File: config.mk
export PLATFORM = sky130hd
export DESIGN_NAME = pointer_shake_gesture_detector
export DESIGN_NICKNAME = d
export VERILOG_FILES = /design/src/hw/rtl/psgd_pkg.sv /design/src/hw/rtl/psgd_cfg.sv /design/src/hw/rtl/psgd_rev.sv /design/src/hw/rtl/pointer_shake_gesture_detector.sv
export SDC_FILE = /design/constraint.sdc
export NUM_CORES = 2
export LEC_CHECK = 0
export BUFFER_PORTS_ARGS = -buffer_cell sky130_fd_sc_hd__buf_2
export CORE_MARGIN = 1.5
export CORE_UTILIZATION = 60
export CTS_CLUSTER_SIZE = 24
export DETAILED_ROUTE_END_ITERATION = 10
export PLACE_DENSITY = 0.88
export RECOVER_POWER = 100
export SYNTH_ARGS = -nofsm -noshare
export SYNTH_HDL_FRONTEND = slang
export SYNTH_SLANG_ARGS = --single-unit
File: constraint.sdc
create_clock -name clk -period 11.5 [get_ports clk]
set_clock_uncertainty 0.2 [all_clocks]
set_input_delay 1.15 -clock clk [delete_from_list [all_inputs] [get_ports clk]]
set_output_delay 1.15 -clock clk [all_outputs]
set_load 0.1 [all_outputs]
File: src/hw/rtl/psgd_pkg.sv
package psgd_pkg;

    // Default geometry of the sample fields
    localparam int COORD_BITS_DEF = 16;
    localparam int TIME_BITS_DEF  = 32;

    // Configuration port geometry
    localparam int CFG_ADDR_W = 5;
    localparam int CFG_DATA_W = 32;

    // Configuration field widths
    localparam int TCFG_W     = 32;
    localparam int MIN_STEP_W = 17;
    localparam int REV_CNT_W  = 8;
    localparam int PATH_W     = 32;

    // Reset values of the configuration registers
    localparam logic [TCFG_W-1:0]     RST_MAX_SAMPLE_GAP    = 32'd100;
    localparam logic [TCFG_W-1:0]     RST_MAX_SEQUENCE_TIME = 32'd1000;
    localparam logic [MIN_STEP_W-1:0] RST_MIN_STEP_DISTANCE = 17'd8;
    localparam logic [REV_CNT_W-1:0]  RST_NEEDED_REVERSALS  = 8'd3;
    localparam logic [PATH_W-1:0]     RST_MIN_PATH_DISTANCE = 32'd300;
    localparam logic [TCFG_W-1:0]     RST_COOLDOWN_TIME     = 32'd1000;

    // Register index, taken from paddr word bits
    typedef enum logic [2:0] {
        REG_MAX_SAMPLE_GAP    = 3'd0,
        REG_MAX_SEQUENCE_TIME = 3'd1,
        REG_MIN_STEP_DISTANCE = 3'd2,
        REG_NEEDED_REVERSALS  = 3'd3,
        REG_MIN_PATH_DISTANCE = 3'd4,
        REG_COOLDOWN_TIME     = 3'd5
    } reg_idx_t;

    typedef struct packed {
        logic [TCFG_W-1:0]     max_sample_gap;
        logic [TCFG_W-1:0]     max_sequence_time;
        logic [MIN_STEP_W-1:0] min_step_distance;
        logic [REV_CNT_W-1:0]  needed_reversals;
        logic [PATH_W-1:0]     min_path_distance;
        logic [TCFG_W-1:0]     cooldown_time;
    } cfg_t;

    // Status from the reversal engine to the control sequencer
    typedef struct packed {
        logic done;
        logic reversal;
    } rev_stat_t;

    // Control sequencer states
    typedef enum logic [2:0] {
        CS_IDLE,
        CS_CHECK,
        CS_STEP,
        CS_REV,
        CS_FINISH,
        CS_DONE
    } ctl_state_t;

    // Reversal engine states
    typedef enum logic [1:0] {
        RV_IDLE,
        RV_MUL,
        RV_DRAIN,
        RV_CMP
    } rev_state_t;

    // Multiply passes of the reversal test, in issue order
    typedef enum logic [3:0] {
        ST_DOT_X,
        ST_DOT_Y,
        ST_LP_X,
        ST_LP_Y,
        ST_LC_X,
        ST_LC_Y,
        ST_DD_HH,
        ST_DD_HL,
        ST_DD_LL,
        ST_LR_HH,
        ST_LR_HL,
        ST_LR_LH,
        ST_LR_LL
    } step_t;

endpackage

File: src/hw/rtl/psgd_cfg.sv
module psgd_cfg (
    input  logic                                clk,
    input  logic                                rst_n,
    input  logic                                psel,
    input  logic                                penable,
    input  logic                                pwrite,
    input  logic [psgd_pkg::CFG_ADDR_W-1:0]     paddr,
    input  logic [psgd_pkg::CFG_DATA_W-1:0]     pwdata,
    output logic [psgd_pkg::CFG_DATA_W-1:0]     prdata,
    output logic                                pready,
    output psgd_pkg::cfg_t                      cfg
);
    import psgd_pkg::*;

    reg_idx_t idx;
    logic     wr_en;
    cfg_t     cfg_reg;

    assign idx    = reg_idx_t'(paddr[CFG_ADDR_W-1:2]);
    assign wr_en  = psel && penable && pwrite;
    assign pready = 1'b1;
    assign cfg    = cfg_reg;

    // Write the addressed register, mask to its width
    always_ff @(posedge clk or negedge rst_n)
    begin
        if (!rst_n)
        begin
            cfg_reg.max_sample_gap    <= RST_MAX_SAMPLE_GAP;
            cfg_reg.max_sequence_time <= RST_MAX_SEQUENCE_TIME;
            cfg_reg.min_step_distance <= RST_MIN_STEP_DISTANCE;
            cfg_reg.needed_reversals  <= RST_NEEDED_REVERSALS;
            cfg_reg.min_path_distance <= RST_MIN_PATH_DISTANCE;
            cfg_reg.cooldown_time     <= RST_COOLDOWN_TIME;
        end
        else if (wr_en)
        begin
            unique case (idx)
                REG_MAX_SAMPLE_GAP:    cfg_reg.max_sample_gap    <= pwdata[TCFG_W-1:0];
                REG_MAX_SEQUENCE_TIME: cfg_reg.max_sequence_time <= pwdata[TCFG_W-1:0];
                REG_MIN_STEP_DISTANCE: cfg_reg.min_step_distance <= pwdata[MIN_STEP_W-1:0];
                REG_NEEDED_REVERSALS:  cfg_reg.needed_reversals  <= pwdata[REV_CNT_W-1:0];
                REG_MIN_PATH_DISTANCE: cfg_reg.min_path_distance <= pwdata[PATH_W-1:0];
                REG_COOLDOWN_TIME:     cfg_reg.cooldown_time     <= pwdata[TCFG_W-1:0];
                default:
                begin
                end
            endcase
        end
    end

    // Read back the addressed register
    always_comb
    begin
        prdata = '0;
        unique case (idx)
            REG_MAX_SAMPLE_GAP:    prdata = CFG_DATA_W'(cfg_reg.max_sample_gap);
            REG_MAX_SEQUENCE_TIME: prdata = CFG_DATA_W'(cfg_reg.max_sequence_time);
            REG_MIN_STEP_DISTANCE: prdata = CFG_DATA_W'(cfg_reg.min_step_distance);
            REG_NEEDED_REVERSALS:  prdata = CFG_DATA_W'(cfg_reg.needed_reversals);
            REG_MIN_PATH_DISTANCE: prdata = CFG_DATA_W'(cfg_reg.min_path_distance);
            REG_COOLDOWN_TIME:     prdata = CFG_DATA_W'(cfg_reg.cooldown_time);
            default:               prdata = '0;
        endcase
    end

endmodule

File: src/hw/rtl/psgd_rev.sv
module psgd_rev #(
    parameter int COORD_BITS = psgd_pkg::COORD_BITS_DEF
) (
    input  logic                      clk,
    input  logic                      rst_n,
    input  logic                      start,
    input  logic signed [COORD_BITS:0] px,
    input  logic signed [COORD_BITS:0] py,
    input  logic signed [COORD_BITS:0] cx,
    input  logic signed [COORD_BITS:0] cy,
    output psgd_pkg::rev_stat_t       stat
);
    import psgd_pkg::*;

    // K: step component width, M: multiplier operand width
    localparam int K  = COORD_BITS + 1;
    localparam int M  = K + 1;
    localparam int PW = 2 * M;
    localparam int DW = 2 * K + 1;
    localparam int AW = 4 * K + 2;

    rev_state_t state_reg, state_next;
    step_t      step_reg, tag_reg;
    logic       pvld_reg;

    logic signed [M-1:0]  a_op, b_op;
    logic signed [PW-1:0] prod_reg;
    logic signed [DW-1:0] dot_reg;
    logic [2*K-1:0]       lp_reg, lc_reg;
    logic [AW-1:0]        left_reg, right_reg;

    logic [DW-1:0]  dmag_full;
    logic [2*K-1:0] dmag;
    logic [AW-1:0]  prod_ext, acc_a, addend, acc_sum;

    // Magnitude of the dot product, split into halves
    assign dmag_full = dot_reg[DW-1] ? (~dot_reg + 1'b1) : dot_reg;
    assign dmag      = dmag_full[2*K-1:0];
    assign prod_ext  = {{(AW-PW){prod_reg[PW-1]}}, prod_reg};

    // Sequencer state
    always_ff @(posedge clk or negedge rst_n)
    begin
        if (!rst_n)
        begin
            state_reg <= RV_IDLE;
            step_reg  <= ST_DOT_X;
            pvld_reg  <= 1'b0;
        end
        else
        begin
            state_reg <= state_next;
            pvld_reg  <= (state_reg == RV_MUL);
            if (state_reg == RV_IDLE)
            begin
                step_reg <= ST_DOT_X;
            end
            else if (state_reg == RV_MUL && step_reg != ST_LR_LL)
            begin
                step_reg <= step_t'(step_reg + 4'd1);
            end
        end
    end

    always_comb
    begin
        state_next    = state_reg;
        stat.done     = 1'b0;
        stat.reversal = 1'b0;
        unique case (state_reg)
            RV_IDLE:
            begin
                if (start)
                begin
                    state_next = RV_MUL;
                end
            end
            RV_MUL:
            begin
                if (step_reg == ST_LR_LL)
                begin
                    state_next = RV_DRAIN;
                end
            end
            RV_DRAIN:
            begin
                state_next = RV_CMP;
            end
            RV_CMP:
            begin
                stat.done     = 1'b1;
                stat.reversal = dot_reg[DW-1]
                                && ({left_reg[AW-3:0], 2'b00} >= right_reg);
                state_next    = RV_IDLE;
            end
            default:
            begin
                state_next = RV_IDLE;
            end
        endcase
    end

    // Select multiplier operands for this pass
    always_comb
    begin
        a_op = '0;
        b_op = '0;
        unique case (step_reg)
            ST_DOT_X: begin a_op = {px[K-1], px}; b_op = {cx[K-1], cx}; end
            ST_DOT_Y: begin a_op = {py[K-1], py}; b_op = {cy[K-1], cy}; end
            ST_LP_X:  begin a_op = {px[K-1], px}; b_op = {px[K-1], px}; end
            ST_LP_Y:  begin a_op = {py[K-1], py}; b_op = {py[K-1], py}; end
            ST_LC_X:  begin a_op = {cx[K-1], cx}; b_op = {cx[K-1], cx}; end
            ST_LC_Y:  begin a_op = {cy[K-1], cy}; b_op = {cy[K-1], cy}; end
            ST_DD_HH: begin a_op = {1'b0, dmag[2*K-1:K]}; b_op = {1'b0, dmag[2*K-1:K]}; end
            ST_DD_HL: begin a_op = {1'b0, dmag[2*K-1:K]}; b_op = {1'b0, dmag[K-1:0]}; end
            ST_DD_LL: begin a_op = {1'b0, dmag[K-1:0]}; b_op = {1'b0, dmag[K-1:0]}; end
            ST_LR_HH: begin a_op = {1'b0, lp_reg[2*K-1:K]}; b_op = {1'b0, lc_reg[2*K-1:K]}; end
            ST_LR_HL: begin a_op = {1'b0, lp_reg[2*K-1:K]}; b_op = {1'b0, lc_reg[K-1:0]}; end
            ST_LR_LH: begin a_op = {1'b0, lp_reg[K-1:0]}; b_op = {1'b0, lc_reg[2*K-1:K]}; end
            ST_LR_LL: begin a_op = {1'b0, lp_reg[K-1:0]}; b_op = {1'b0, lc_reg[K-1:0]}; end
            default:  begin a_op = '0; b_op = '0; end
        endcase
    end

    // Shared multiplier, registered
    always_ff @(posedge clk)
    begin
        prod_reg <= a_op * b_op;
        tag_reg  <= step_reg;
    end

    // Pick accumulation target and weight of the last product
    always_comb
    begin
        acc_a  = '0;
        addend = prod_ext;
        unique case (tag_reg) inside
            ST_DOT_X, ST_DOT_Y:
            begin
                acc_a = {{(AW-DW){dot_reg[DW-1]}}, dot_reg};
            end
            ST_LP_X, ST_LP_Y:
            begin
                acc_a = AW'(lp_reg);
            end
            ST_LC_X, ST_LC_Y:
            begin
                acc_a = AW'(lc_reg);
            end
            ST_DD_HH:
            begin
                acc_a  = left_reg;
                addend = prod_ext << (2 * K);
            end
            ST_DD_HL:
            begin
                acc_a  = left_reg;
                addend = prod_ext << (K + 1);
            end
            ST_DD_LL:
            begin
                acc_a = left_reg;
            end
            ST_LR_HH:
            begin
                acc_a  = right_reg;
                addend = prod_ext << (2 * K);
            end
            ST_LR_HL, ST_LR_LH:
            begin
                acc_a  = right_reg;
                addend = prod_ext << K;
            end
            ST_LR_LL:
            begin
                acc_a = right_reg;
            end
            default:
            begin
                acc_a = '0;
            end
        endcase
        acc_sum = acc_a + addend;
    end

    // Clear sums on start, accumulate each product from the multiplier register
    always_ff @(posedge clk)
    begin
        if (state_reg == RV_IDLE && start)
        begin
            dot_reg   <= '0;
            lp_reg    <= '0;
            lc_reg    <= '0;
            left_reg  <= '0;
            right_reg <= '0;
        end
        else if (pvld_reg)
        begin
            unique case (tag_reg) inside
                ST_DOT_X, ST_DOT_Y:           dot_reg   <= acc_sum[DW-1:0];
                ST_LP_X, ST_LP_Y:             lp_reg    <= acc_sum[2*K-1:0];
                ST_LC_X, ST_LC_Y:             lc_reg    <= acc_sum[2*K-1:0];
                ST_DD_HH, ST_DD_HL, ST_DD_LL: left_reg  <= acc_sum;
                ST_LR_HH, ST_LR_HL, ST_LR_LH,
                ST_LR_LL:                     right_reg <= acc_sum;
                default:
                begin
                end
            endcase
        end
    end

`ifndef SYNTH
    a_done_latency: assert property (@(posedge clk) disable iff (!rst_n)
        (state_reg == RV_IDLE && start) |-> ##15 stat.done)
        else $error("reversal test did not finish on schedule");

    a_prod_source: assert property (@(posedge clk) disable iff (!rst_n)
        pvld_reg |-> $past(state_reg) == RV_MUL)
        else $error("product accumulated without a multiply pass");

    a_drain_last: assert property (@(posedge clk) disable iff (!rst_n)
        (state_reg == RV_DRAIN) |-> (tag_reg == ST_LR_LL))
        else $error("drain cycle without the last product in flight");
`endif

endmodule

File: src/hw/rtl/pointer_shake_gesture_detector.sv
// Shake gesture detector for timestamped pointer samples. Each accepted
// sample gives exactly one result item (shake=1 when it completes a gesture).
// A sample passes CHECK and DONE if it opens a new sequence, adds STEP if
// its step is below min_step_distance, also FINISH for the first kept step
// of a sequence and also REV for a later kept step: the angle test runs
// thirteen passes through one shared multiplier plus a drain and a compare
// cycle. in_stall is high while a sample is in work; a finished result waits
// in the output register while the next sample is taken. Registers sit at
// byte address 4*i and may be written only while no sample is in work.
module pointer_shake_gesture_detector #(
    parameter int COORD_BITS = psgd_pkg::COORD_BITS_DEF,
    parameter int TIME_BITS  = psgd_pkg::TIME_BITS_DEF
) (
    input  logic                             clk,
    input  logic                             rst_n,
    input  logic                             in_valid,
    output logic                             in_stall,
    input  logic signed [COORD_BITS-1:0]     pos_x,
    input  logic signed [COORD_BITS-1:0]     pos_y,
    input  logic [TIME_BITS-1:0]             stamp,
    output logic                             out_valid,
    input  logic                             out_stall,
    output logic                             shake,
    input  logic                             psel,
    input  logic                             penable,
    input  logic                             pwrite,
    input  logic [psgd_pkg::CFG_ADDR_W-1:0]  paddr,
    input  logic [psgd_pkg::CFG_DATA_W-1:0]  pwdata,
    output logic [psgd_pkg::CFG_DATA_W-1:0]  prdata,
    output logic                             pready
);
    import psgd_pkg::*;

    localparam int K       = COORD_BITS + 1;
    localparam int DSTW    = (COORD_BITS + 1 > MIN_STEP_W) ? COORD_BITS + 1 : MIN_STEP_W;
    localparam int CMPW    = (TIME_BITS > TCFG_W) ? TIME_BITS : TCFG_W;
    localparam int CEW     = CMPW + 1;
    localparam int PATH_XW = PATH_W + 1;

    cfg_t       cfg;
    rev_stat_t  rev_stat;
    ctl_state_t state_reg, state_next;

    // Sample under work
    logic signed [COORD_BITS-1:0] x_reg, y_reg;
    logic [TIME_BITS-1:0]         t_reg;
    logic signed [K-1:0]          dx_reg, dy_reg;
    logic                         rev_flag_reg;
    logic                         shake_pend_reg;

    // Gesture tracking state
    logic                         have_sample_reg;
    logic                         have_dir_reg;
    logic signed [COORD_BITS-1:0] prev_x_reg, prev_y_reg;
    logic signed [K-1:0]          prev_step_x_reg, prev_step_y_reg;
    logic [PATH_W-1:0]            path_sum_reg;
    logic [REV_CNT_W-1:0]         rev_count_reg;
    logic [CEW-1:0]               cooldown_end_reg;
    logic [TIME_BITS-1:0]         seq_start_reg, last_kept_reg;

    logic                         out_valid_reg, shake_reg;

    logic                 new_seq;
    logic [TIME_BITS-1:0] gap_diff, seq_diff;
    logic [K-1:0]         ax_full, ay_full;
    logic [COORD_BITS-1:0] ax, ay;
    logic [DSTW-1:0]      step_dist;
    logic                 short_step;
    logic [PATH_XW-1:0]   path_wide;
    logic [PATH_W-1:0]    path_sat;
    logic [REV_CNT_W-1:0] count_new;
    logic                 hit;
    logic                 out_free;
    logic                 rev_start;

    psgd_cfg u_cfg (
        .clk     (clk),
        .rst_n   (rst_n),
        .psel    (psel),
        .penable (penable),
        .pwrite  (pwrite),
        .paddr   (paddr),
        .pwdata  (pwdata),
        .prdata  (prdata),
        .pready  (pready),
        .cfg     (cfg)
    );

    psgd_rev #(
        .COORD_BITS (COORD_BITS)
    ) u_rev (
        .clk   (clk),
        .rst_n (rst_n),
        .start (rev_start),
        .px    (prev_step_x_reg),
        .py    (prev_step_y_reg),
        .cx    (dx_reg),
        .cy    (dy_reg),
        .stat  (rev_stat)
    );

    // Sequence restart conditions
    assign gap_diff = t_reg - last_kept_reg;
    assign seq_diff = t_reg - seq_start_reg;
    assign new_seq  = !have_sample_reg
                      || (CEW'(t_reg) < cooldown_end_reg)
                      || (t_reg < last_kept_reg)
                      || (CMPW'(gap_diff) > CMPW'(cfg.max_sample_gap))
                      || (CMPW'(seq_diff) > CMPW'(cfg.max_sequence_time));

    // Octagonal step distance
    assign ax_full = dx_reg[K-1] ? (~dx_reg + 1'b1) : dx_reg;
    assign ay_full = dy_reg[K-1] ? (~dy_reg + 1'b1) : dy_reg;
    assign ax      = ax_full[COORD_BITS-1:0];
    assign ay      = ay_full[COORD_BITS-1:0];
    assign step_dist = (ax > ay) ? (DSTW'(ax) + DSTW'(ay >> 1))
                                 : (DSTW'(ay) + DSTW'(ax >> 1));
    assign short_step = step_dist < DSTW'(cfg.min_step_distance);

    // Saturating path sum
    assign path_wide = {1'b0, path_sum_reg} + PATH_XW'(step_dist);
    assign path_sat  = path_wide[PATH_W] ? '1 : path_wide[PATH_W-1:0];

    // Saturating reversal count and shake decision
    assign count_new = (rev_flag_reg && rev_count_reg != '1) ? rev_count_reg + 1'b1
                                                              : rev_count_reg;
    assign hit = (count_new >= cfg.needed_reversals)
                 && (path_sum_reg >= cfg.min_path_distance);

    assign out_free  = !out_valid_reg || !out_stall;
    assign rev_start = (state_reg == CS_STEP) && !short_step && have_dir_reg;

    assign in_stall  = (state_reg != CS_IDLE);
    assign out_valid = out_valid_reg;
    assign shake     = shake_reg;

    // Sequencer state register
    always_ff @(posedge clk or negedge rst_n)
    begin
        if (!rst_n)
        begin
            state_reg <= CS_IDLE;
        end
        else
        begin
            state_reg <= state_next;
        end
    end

    always_comb
    begin
        state_next = state_reg;
        unique case (state_reg)
            CS_IDLE:
            begin
                if (in_valid)
                begin
                    state_next = CS_CHECK;
                end
            end
            CS_CHECK:
            begin
                state_next = new_seq ? CS_DONE : CS_STEP;
            end
            CS_STEP:
            begin
                if (short_step)
                begin
                    state_next = CS_DONE;
                end
                else if (have_dir_reg)
                begin
                    state_next = CS_REV;
                end
                else
                begin
                    state_next = CS_FINISH;
                end
            end
            CS_REV:
            begin
                if (rev_stat.done)
                begin
                    state_next = CS_FINISH;
                end
            end
            CS_FINISH:
            begin
                state_next = CS_DONE;
            end
            CS_DONE:
            begin
                if (out_free)
                begin
                    state_next = CS_IDLE;
                end
            end
            default:
            begin
                state_next = CS_IDLE;
            end
        endcase
    end

    // Capture the item and its step
    always_ff @(posedge clk)
    begin
        if (state_reg == CS_IDLE && in_valid)
        begin
            x_reg <= pos_x;
            y_reg <= pos_y;
            t_reg <= stamp;
        end
        if (state_reg == CS_CHECK)
        begin
            dx_reg <= {x_reg[COORD_BITS-1], x_reg} - {prev_x_reg[COORD_BITS-1], prev_x_reg};
            dy_reg <= {y_reg[COORD_BITS-1], y_reg} - {prev_y_reg[COORD_BITS-1], prev_y_reg};
            shake_pend_reg <= 1'b0;
        end
        if (state_reg == CS_STEP)
        begin
            rev_flag_reg <= 1'b0;
        end
        else if (state_reg == CS_REV && rev_stat.done)
        begin
            rev_flag_reg <= rev_stat.reversal;
        end
        if (state_reg == CS_FINISH)
        begin
            shake_pend_reg <= hit;
        end
    end

    // Update gesture tracking state
    always_ff @(posedge clk or negedge rst_n)
    begin
        if (!rst_n)
        begin
            have_sample_reg  <= 1'b0;
            have_dir_reg     <= 1'b0;
            prev_x_reg       <= '0;
            prev_y_reg       <= '0;
            prev_step_x_reg  <= '0;
            prev_step_y_reg  <= '0;
            path_sum_reg     <= '0;
            rev_count_reg    <= '0;
            cooldown_end_reg <= '0;
            seq_start_reg    <= '0;
            last_kept_reg    <= '0;
        end
        else
        begin
            if ((state_reg == CS_CHECK && new_seq) || (state_reg == CS_FINISH && hit))
            begin
                have_sample_reg <= 1'b1;
                have_dir_reg    <= 1'b0;
                prev_x_reg      <= x_reg;
                prev_y_reg      <= y_reg;
                prev_step_x_reg <= '0;
                prev_step_y_reg <= '0;
                path_sum_reg    <= '0;
                rev_count_reg   <= '0;
                seq_start_reg   <= t_reg;
                last_kept_reg   <= t_reg;
                if (state_reg == CS_FINISH)
                begin
                    cooldown_end_reg <= CEW'(t_reg) + CEW'(cfg.cooldown_time);
                end
            end
            else if (state_reg == CS_STEP && !short_step)
            begin
                path_sum_reg <= path_sat;
            end
            else if (state_reg == CS_FINISH)
            begin
                have_dir_reg    <= 1'b1;
                rev_count_reg   <= count_new;
                prev_x_reg      <= x_reg;
                prev_y_reg      <= y_reg;
                prev_step_x_reg <= dx_reg;
                prev_step_y_reg <= dy_reg;
                last_kept_reg   <= t_reg;
            end
        end
    end

    // Hold the result until taken
    always_ff @(posedge clk or negedge rst_n)
    begin
        if (!rst_n)
        begin
            out_valid_reg <= 1'b0;
        end
        else if (state_reg == CS_DONE && out_free)
        begin
            out_valid_reg <= 1'b1;
        end
        else if (!out_stall)
        begin
            out_valid_reg <= 1'b0;
        end
    end

    always_ff @(posedge clk)
    begin
        if (state_reg == CS_DONE && out_free)
        begin
            shake_reg <= shake_pend_reg;
        end
    end

`ifndef SYNTH
    a_shake_restarts: assert property (@(posedge clk) disable iff (!rst_n)
        (state_reg == CS_DONE && shake_pend_reg)
        |-> (path_sum_reg == '0 && rev_count_reg == '0 && !have_dir_reg))
        else $error("shake reported without a sequence restart");

    a_rev_done_waits: assert property (@(posedge clk) disable iff (!rst_n)
        rev_stat.done |-> state_reg == CS_REV)
        else $error("reversal result arrived while sequencer was not waiting");

    a_result_holds: assert property (@(posedge clk) disable iff (!rst_n)
        (out_valid_reg && out_stall) |=> (out_valid_reg && $stable(shake_reg)))
        else $error("result item changed while stalled");
`endif

endmodule

After elaboration in Yosys (flattened, before gate mapping)
Index checks and enable logic that the tools add are counted.

Register bits after elaboration: 753. Bits in latches: 0. Memory bits (writable): 0. ROM bits: 0. Input port bits: 108. Memories kept: 0.

Add/sub/neg operators: 14. $mul: 1. Div/mod/pow operators: 0. Magnitude comparators: 9. Equal/unequal tests: 46. Shifts and indexed selects: 0. Multiplexer cells: 51. Bitwise operators: 3. Reduce and logical (&&, ||, !) cells: 66.

Operators with widths (count): 70-bit one-hot mux with 5 select lines (1); 18-bit one-hot mux with 8 select lines (2); 69-bit one-hot mux with 3 select lines (1); 32-bit two-way mux (6); 32-bit one-hot mux with 6 select lines (1); 16-bit two-way mux (8); 17-bit two-way mux (7); 70-bit adder (1); 70-bit >= comparator (1); 32-bit greater-than comparator (2); 32-bit subtractor (2); 4-bit equality test, second input constant (10); 18-bit by 18-bit multiplier with 36-bit output (1); 16-bit by 15-bit adder with 17-bit output (2); 34-bit by 1-bit adder with 34-bit output, second input constant (1); 34-bit two-way mux (1); 34-bit inverter (1); 16-bit by 16-bit subtractor with 17-bit output (2); 32-bit by 17-bit adder with 33-bit output (1); 32-bit by 32-bit adder with 33-bit output (1); 32-bit by 33-bit less-than comparator with 1-bit output (1); 16-bit by 1-bit adder with 16-bit output, second input constant (2); 4-bit by 3-bit equality test with 1-bit output, second input constant (8); 32-bit >= comparator (1); other kinds (38) (126).

Longest topological paths before layout
Word-level depth: 11. Mapped depth: 35. Gate-level depth less buffers: 34.

By module
From an unflattened synthesis, not the netlist that was laid out.

Cells, all modules: 7147. Area total of the unflattened synthesis: 63818.7 µm².

By module, submodules not included: psgd_rev (times used 1, cells each 4112, area an instance 32431.1 µm², sequential area each 5840.6 µm²); pointer_shake_gesture_detector (times used 1, cells each 2554, area an instance 24227.0 µm², sequential area each 8252.9 µm²); psgd_cfg (times used 1, cells each 481, area an instance 7160.6 µm², sequential area each 3856.2 µm²).

Worst setup path after synthesis
No wires, ideal clock.

Path kind: reg-to-reg. Start: reg u_rev.dot_reg[7]. End: reg u_rev.prod_reg[27]. Arrival: 8.619 ns. Required time: 11.228 ns. Setup slack: 2.609 ns. Cell stages (with the launch flop): 32. Buffers on the path: 1. Cells stage by stage: dfxtp_1 -> buf_2 -> or3_1 -> nor4_4 -> nand2_1 -> or3_1 -> o31ai_1 -> xor2_1 -> nor2_1 -> a2111oi_1 -> nor2_1 -> fa_1 -> inv_1 -> fa_1 -> fa_1 -> inv_1 -> fa_1 -> fa_1 -> inv_1 -> fa_1 -> inv_1 -> ha_1 -> a2111oi_0 -> nand2b_1 -> o311ai_0 -> a31oi_1 -> a31oi_1 -> nor2_1 -> a211oi_1 -> o21bai_1 -> a21oi_1 -> xnor2_1.

Cells in the longest elaborated chain, start to end: 5.

Ends and longest elaborated chain: start: declaration (line psgd_rev.sv:28) `logic signed [DW-1:0] dot_reg;`; start signal: assignment (line psgd_rev.sv:201) `ST_DOT_X, ST_DOT_Y: dot_reg <= acc_sum[DW-1:0];`; 34-bit inverter (line psgd_rev.sv:37) `assign dmag_full = dot_reg[DW-1] ? (~dot_reg + 1'b1) : dot_reg;`; 34-bit by 1-bit adder with 34-bit output (line psgd_rev.sv:37); 34-bit two-way mux * (line psgd_rev.sv:37); 18-bit one-hot mux with 8 select lines (line psgd_rev.sv:108) `unique case (step_reg)`; 18-bit by 18-bit multiplier with 36-bit output * (line psgd_rev.sv:129) `prod_reg <= a_op * b_op;`; end signal: assignment (line psgd_rev.sv:129); end: declaration (line psgd_rev.sv:27) `logic signed [PW-1:0] prod_reg;`.

Mark *: on every way between the ends. The rest lies on a longest branch, timed or not. A chain may end at the register's enable or synchronous reset.

Worst setup path after layout
Start: reg u_rev.dot_reg[2]. End: reg u_rev.prod_reg[27].

The elaborated chain is that of the path after synthesis.

==> impl_metrics.toml <==
[outcome]
outcome = "complete, but fails checks"
violations = "design-rule violations, max-capacitance violations, max-slew violations"

[clocking]
postCtsSetupBuffers = 0
clk_path_buf_depth = 3
cts_tree = "done"
clock-root-buffer = "clkbuf_16"
clock_latency_ns = 0.69
cts_buffers = 85
path_clk_slew_ns = 0.06
h-tree-depth = 3
cts.repair.resized = 0
cts_num_sinks = 753
ctsHoldBuffers = 0

[sta]
fmax_mhz = 94.1
period_share = 0.925
finalSetupViolations = 0
slew_viol_final = 1142
setup_tns_ns = 0
tightest_slew_ns = 7.19
final-hold-violation-count = 0
rsz0062_at_grt = "false"
layout_min_cycle_time_ns = 10.63
maxSlewHeadroom = -3.80

[route]
wl_met3_mm = 19.5
routed.top_layer = "met5"
met1_length_mm = 75.2
drtIter0Drc = 6632
vias = 56118
detail_route.first_pass.iterations = 11
post-route-drc-count = 4
ant_nets = 0
wl_mm = 199
dr_wl_met2_mm = 89.9
via_per_inst = 6.40
wl_per_cell_um = 22.7

[final_layout]
ff_latch_area_mm2 = 0.0180
fin_area_mm2 = 0.0675
largest_reg_flops = 153
multiInputGateArea_mm2 = 0.0404
drive_above_1_share = 0.0717
fin_nets = 8342
n_fill_cell = 8314
area_growth_pct = 7.27

[setup_path]
required_ns = 11.89
critical_path_class = "flop to flop"
start_kind = "flop"
regToRegStartpoint = "u_rev.dot_reg[2]"
slowest_delay_ns = 0.88
reg2reg_to = "u_rev.prod_reg[27]"
r2r_slack_ns = 0.87
r2r_cells = 31
path_max_fanout = 7
cp_num_cells = 31
arrival_ns = 11.02
cp_common_cell = "fa_1"
crit_path_top_delay_cell = "nor4_2"
endpoint_kind = "flop"
crit_family = "adder cells"
path_buf_inv = 4

[die]
row_count = 118
die_h_um = 327
die_x_um = 327
dieArea_mm2 = 0.107
fp.coreArea_mm2 = 0.104
pin_count = 144
initial_utilization = 0.606

[global_route]
overflow = 0
grt_max_degree = 227
grt_pass1_vias = 55677
antenna_found_initial = 14
track_usage = 0.368
grt_first_pass_wirelength_mm = 309

[logic_synthesis]
synth_top_cell_by_area = "dfrtp_1"
synth.top_cells.by_area = "dfrtp_1, ha_1, fa_1"
postSynthCellCount = 7333
syn_area_mm2 = 0.0629
synth_ff_type = "dfrtp_1"
async_flop_share = 0.490
synth_most_common_cell = "nand2_1"
synth_top_area_frac = 0.138
yosysSeqAreaShare = 0.285
synthTopCellsByCount = "nand2_1, inv_1, a21oi_1"
synth-seq-cells = 753
ys_types = 99
synth_edf_count = 100
yosys_warnings = 0
synth.avg_cell_area_um2 = 8.58
syn_nets = 8362

[min_path]
whs_endpoint = "shake"
hp-class = "flop to flop"
min_path_cells = 0
worstHoldStart = "shake_pend_reg"

[placed_design]
place_congestion = 0.993
port_buffers = 140
dp_hpwl_mm = 150
placed_area_mm2 = 0.0649

[flow_run]
cap_viol_max_count = 18
## placed cells by master, fill, tap and decap left out, drive strengths merged, types with 178 or more instances in the layout
| master | synthesis | final |
|---|---|---|
| fa | 338 | 338 |
| nor2 | 415 | 415 |
| xnor2 | 209 | 209 |
| dfrtp | 347 | 347 |
| clkbuf | 290 | 178 |
| nand2 | 1040 | 1040 |
| o21ai | 415 | 415 |
| dfxtp | 284 | 284 |
| inv | 883 | 890 |
| a21oi | 591 | 591 |
| ha | 583 | 583 |
## worst reg2reg max path, delay by kind of cell (launching register included)
family                     cells  cell delay, ns
adders and majority gates      7            3.45
buffers and inverters          4            0.21
xor gates and xnor gates       2            0.37
AOI/OAI and AO/OA              8            2.71
and+or+nand+nor               10            3.28
DFF                            1            0.37
## final cells by class
| type | instances | share of cell area |
|---|---|---|
| multi-input cells | 5365 | 0.599 |
| flip-flops and latches | 753 | 0.266 |
| inverters | 883 | 0.0491 |
| clock buffers | 123 | 0.0368 |
| well taps | 1380 | 0.0256 |
| repair buffers | 225 | 0.0182 |
| clock inverters | 31 | 0.00471 |
| diodes | 8 | 0.000297 |
## worst max path at each step
stage	from	end	slack, ns
finish	u_rev.dot_reg[2]	u_rev.prod_reg[27]	0.87
detailed placement	u_rev.dot_reg[2]	u_rev.prod_reg[27]	1.35
global placement	u_rev.dot_reg[2]	u_rev.prod_reg[27]	1.52
floorplan	u_rev.dot_reg[7]	u_rev.prod_reg[27]	2.61
CTS	u_rev.dot_reg[2]	u_rev.prod_reg[27]	1.29
global route	u_rev.dot_reg[2]	u_rev.prod_reg[27]	0.35
## per-stage QoR
stage	setup slack (ns)	hold slack, ns	cells	utilization
2_1_floorplan	2.61	0.145	7333	-
3_3_place_gp	1.52	0.215	8606	0.625
3_5_place_dp	1.35	0.213	8606	0.625
4_1_cts	1.29	0.225	8760	0.652
5_1_grt	0.346	0.237	8767	0.650
6_report	0.867	0.226	8768	0.650
## cell families (layout without fill, tap and decap cells)
family,count (synthesis),count (layout),synth area share
other cells,1,9,0.0000596
fa+ha+maj,921,921,0.224
simple gates,2076,2076,0.147
flops,753,753,0.285
xor+xnor,312,312,0.0436
buf+inv,1215,1262,0.0731
compound gates,1842,1842,0.189
mux,213,213,0.0380
## layer usage
layer | track usage | vias to the layer above
met3 | 0.0732 | 724
met2 | 0.580 | 3035
met4 | 0.241 | 10
met5 | 0 | -
met1 | 0.462 | 27128
li1 | - | 25221
Power is left out: the tool's default activity adds up to more than one toggle a clock period on the data nets, which glitch-free logic cannot reach.
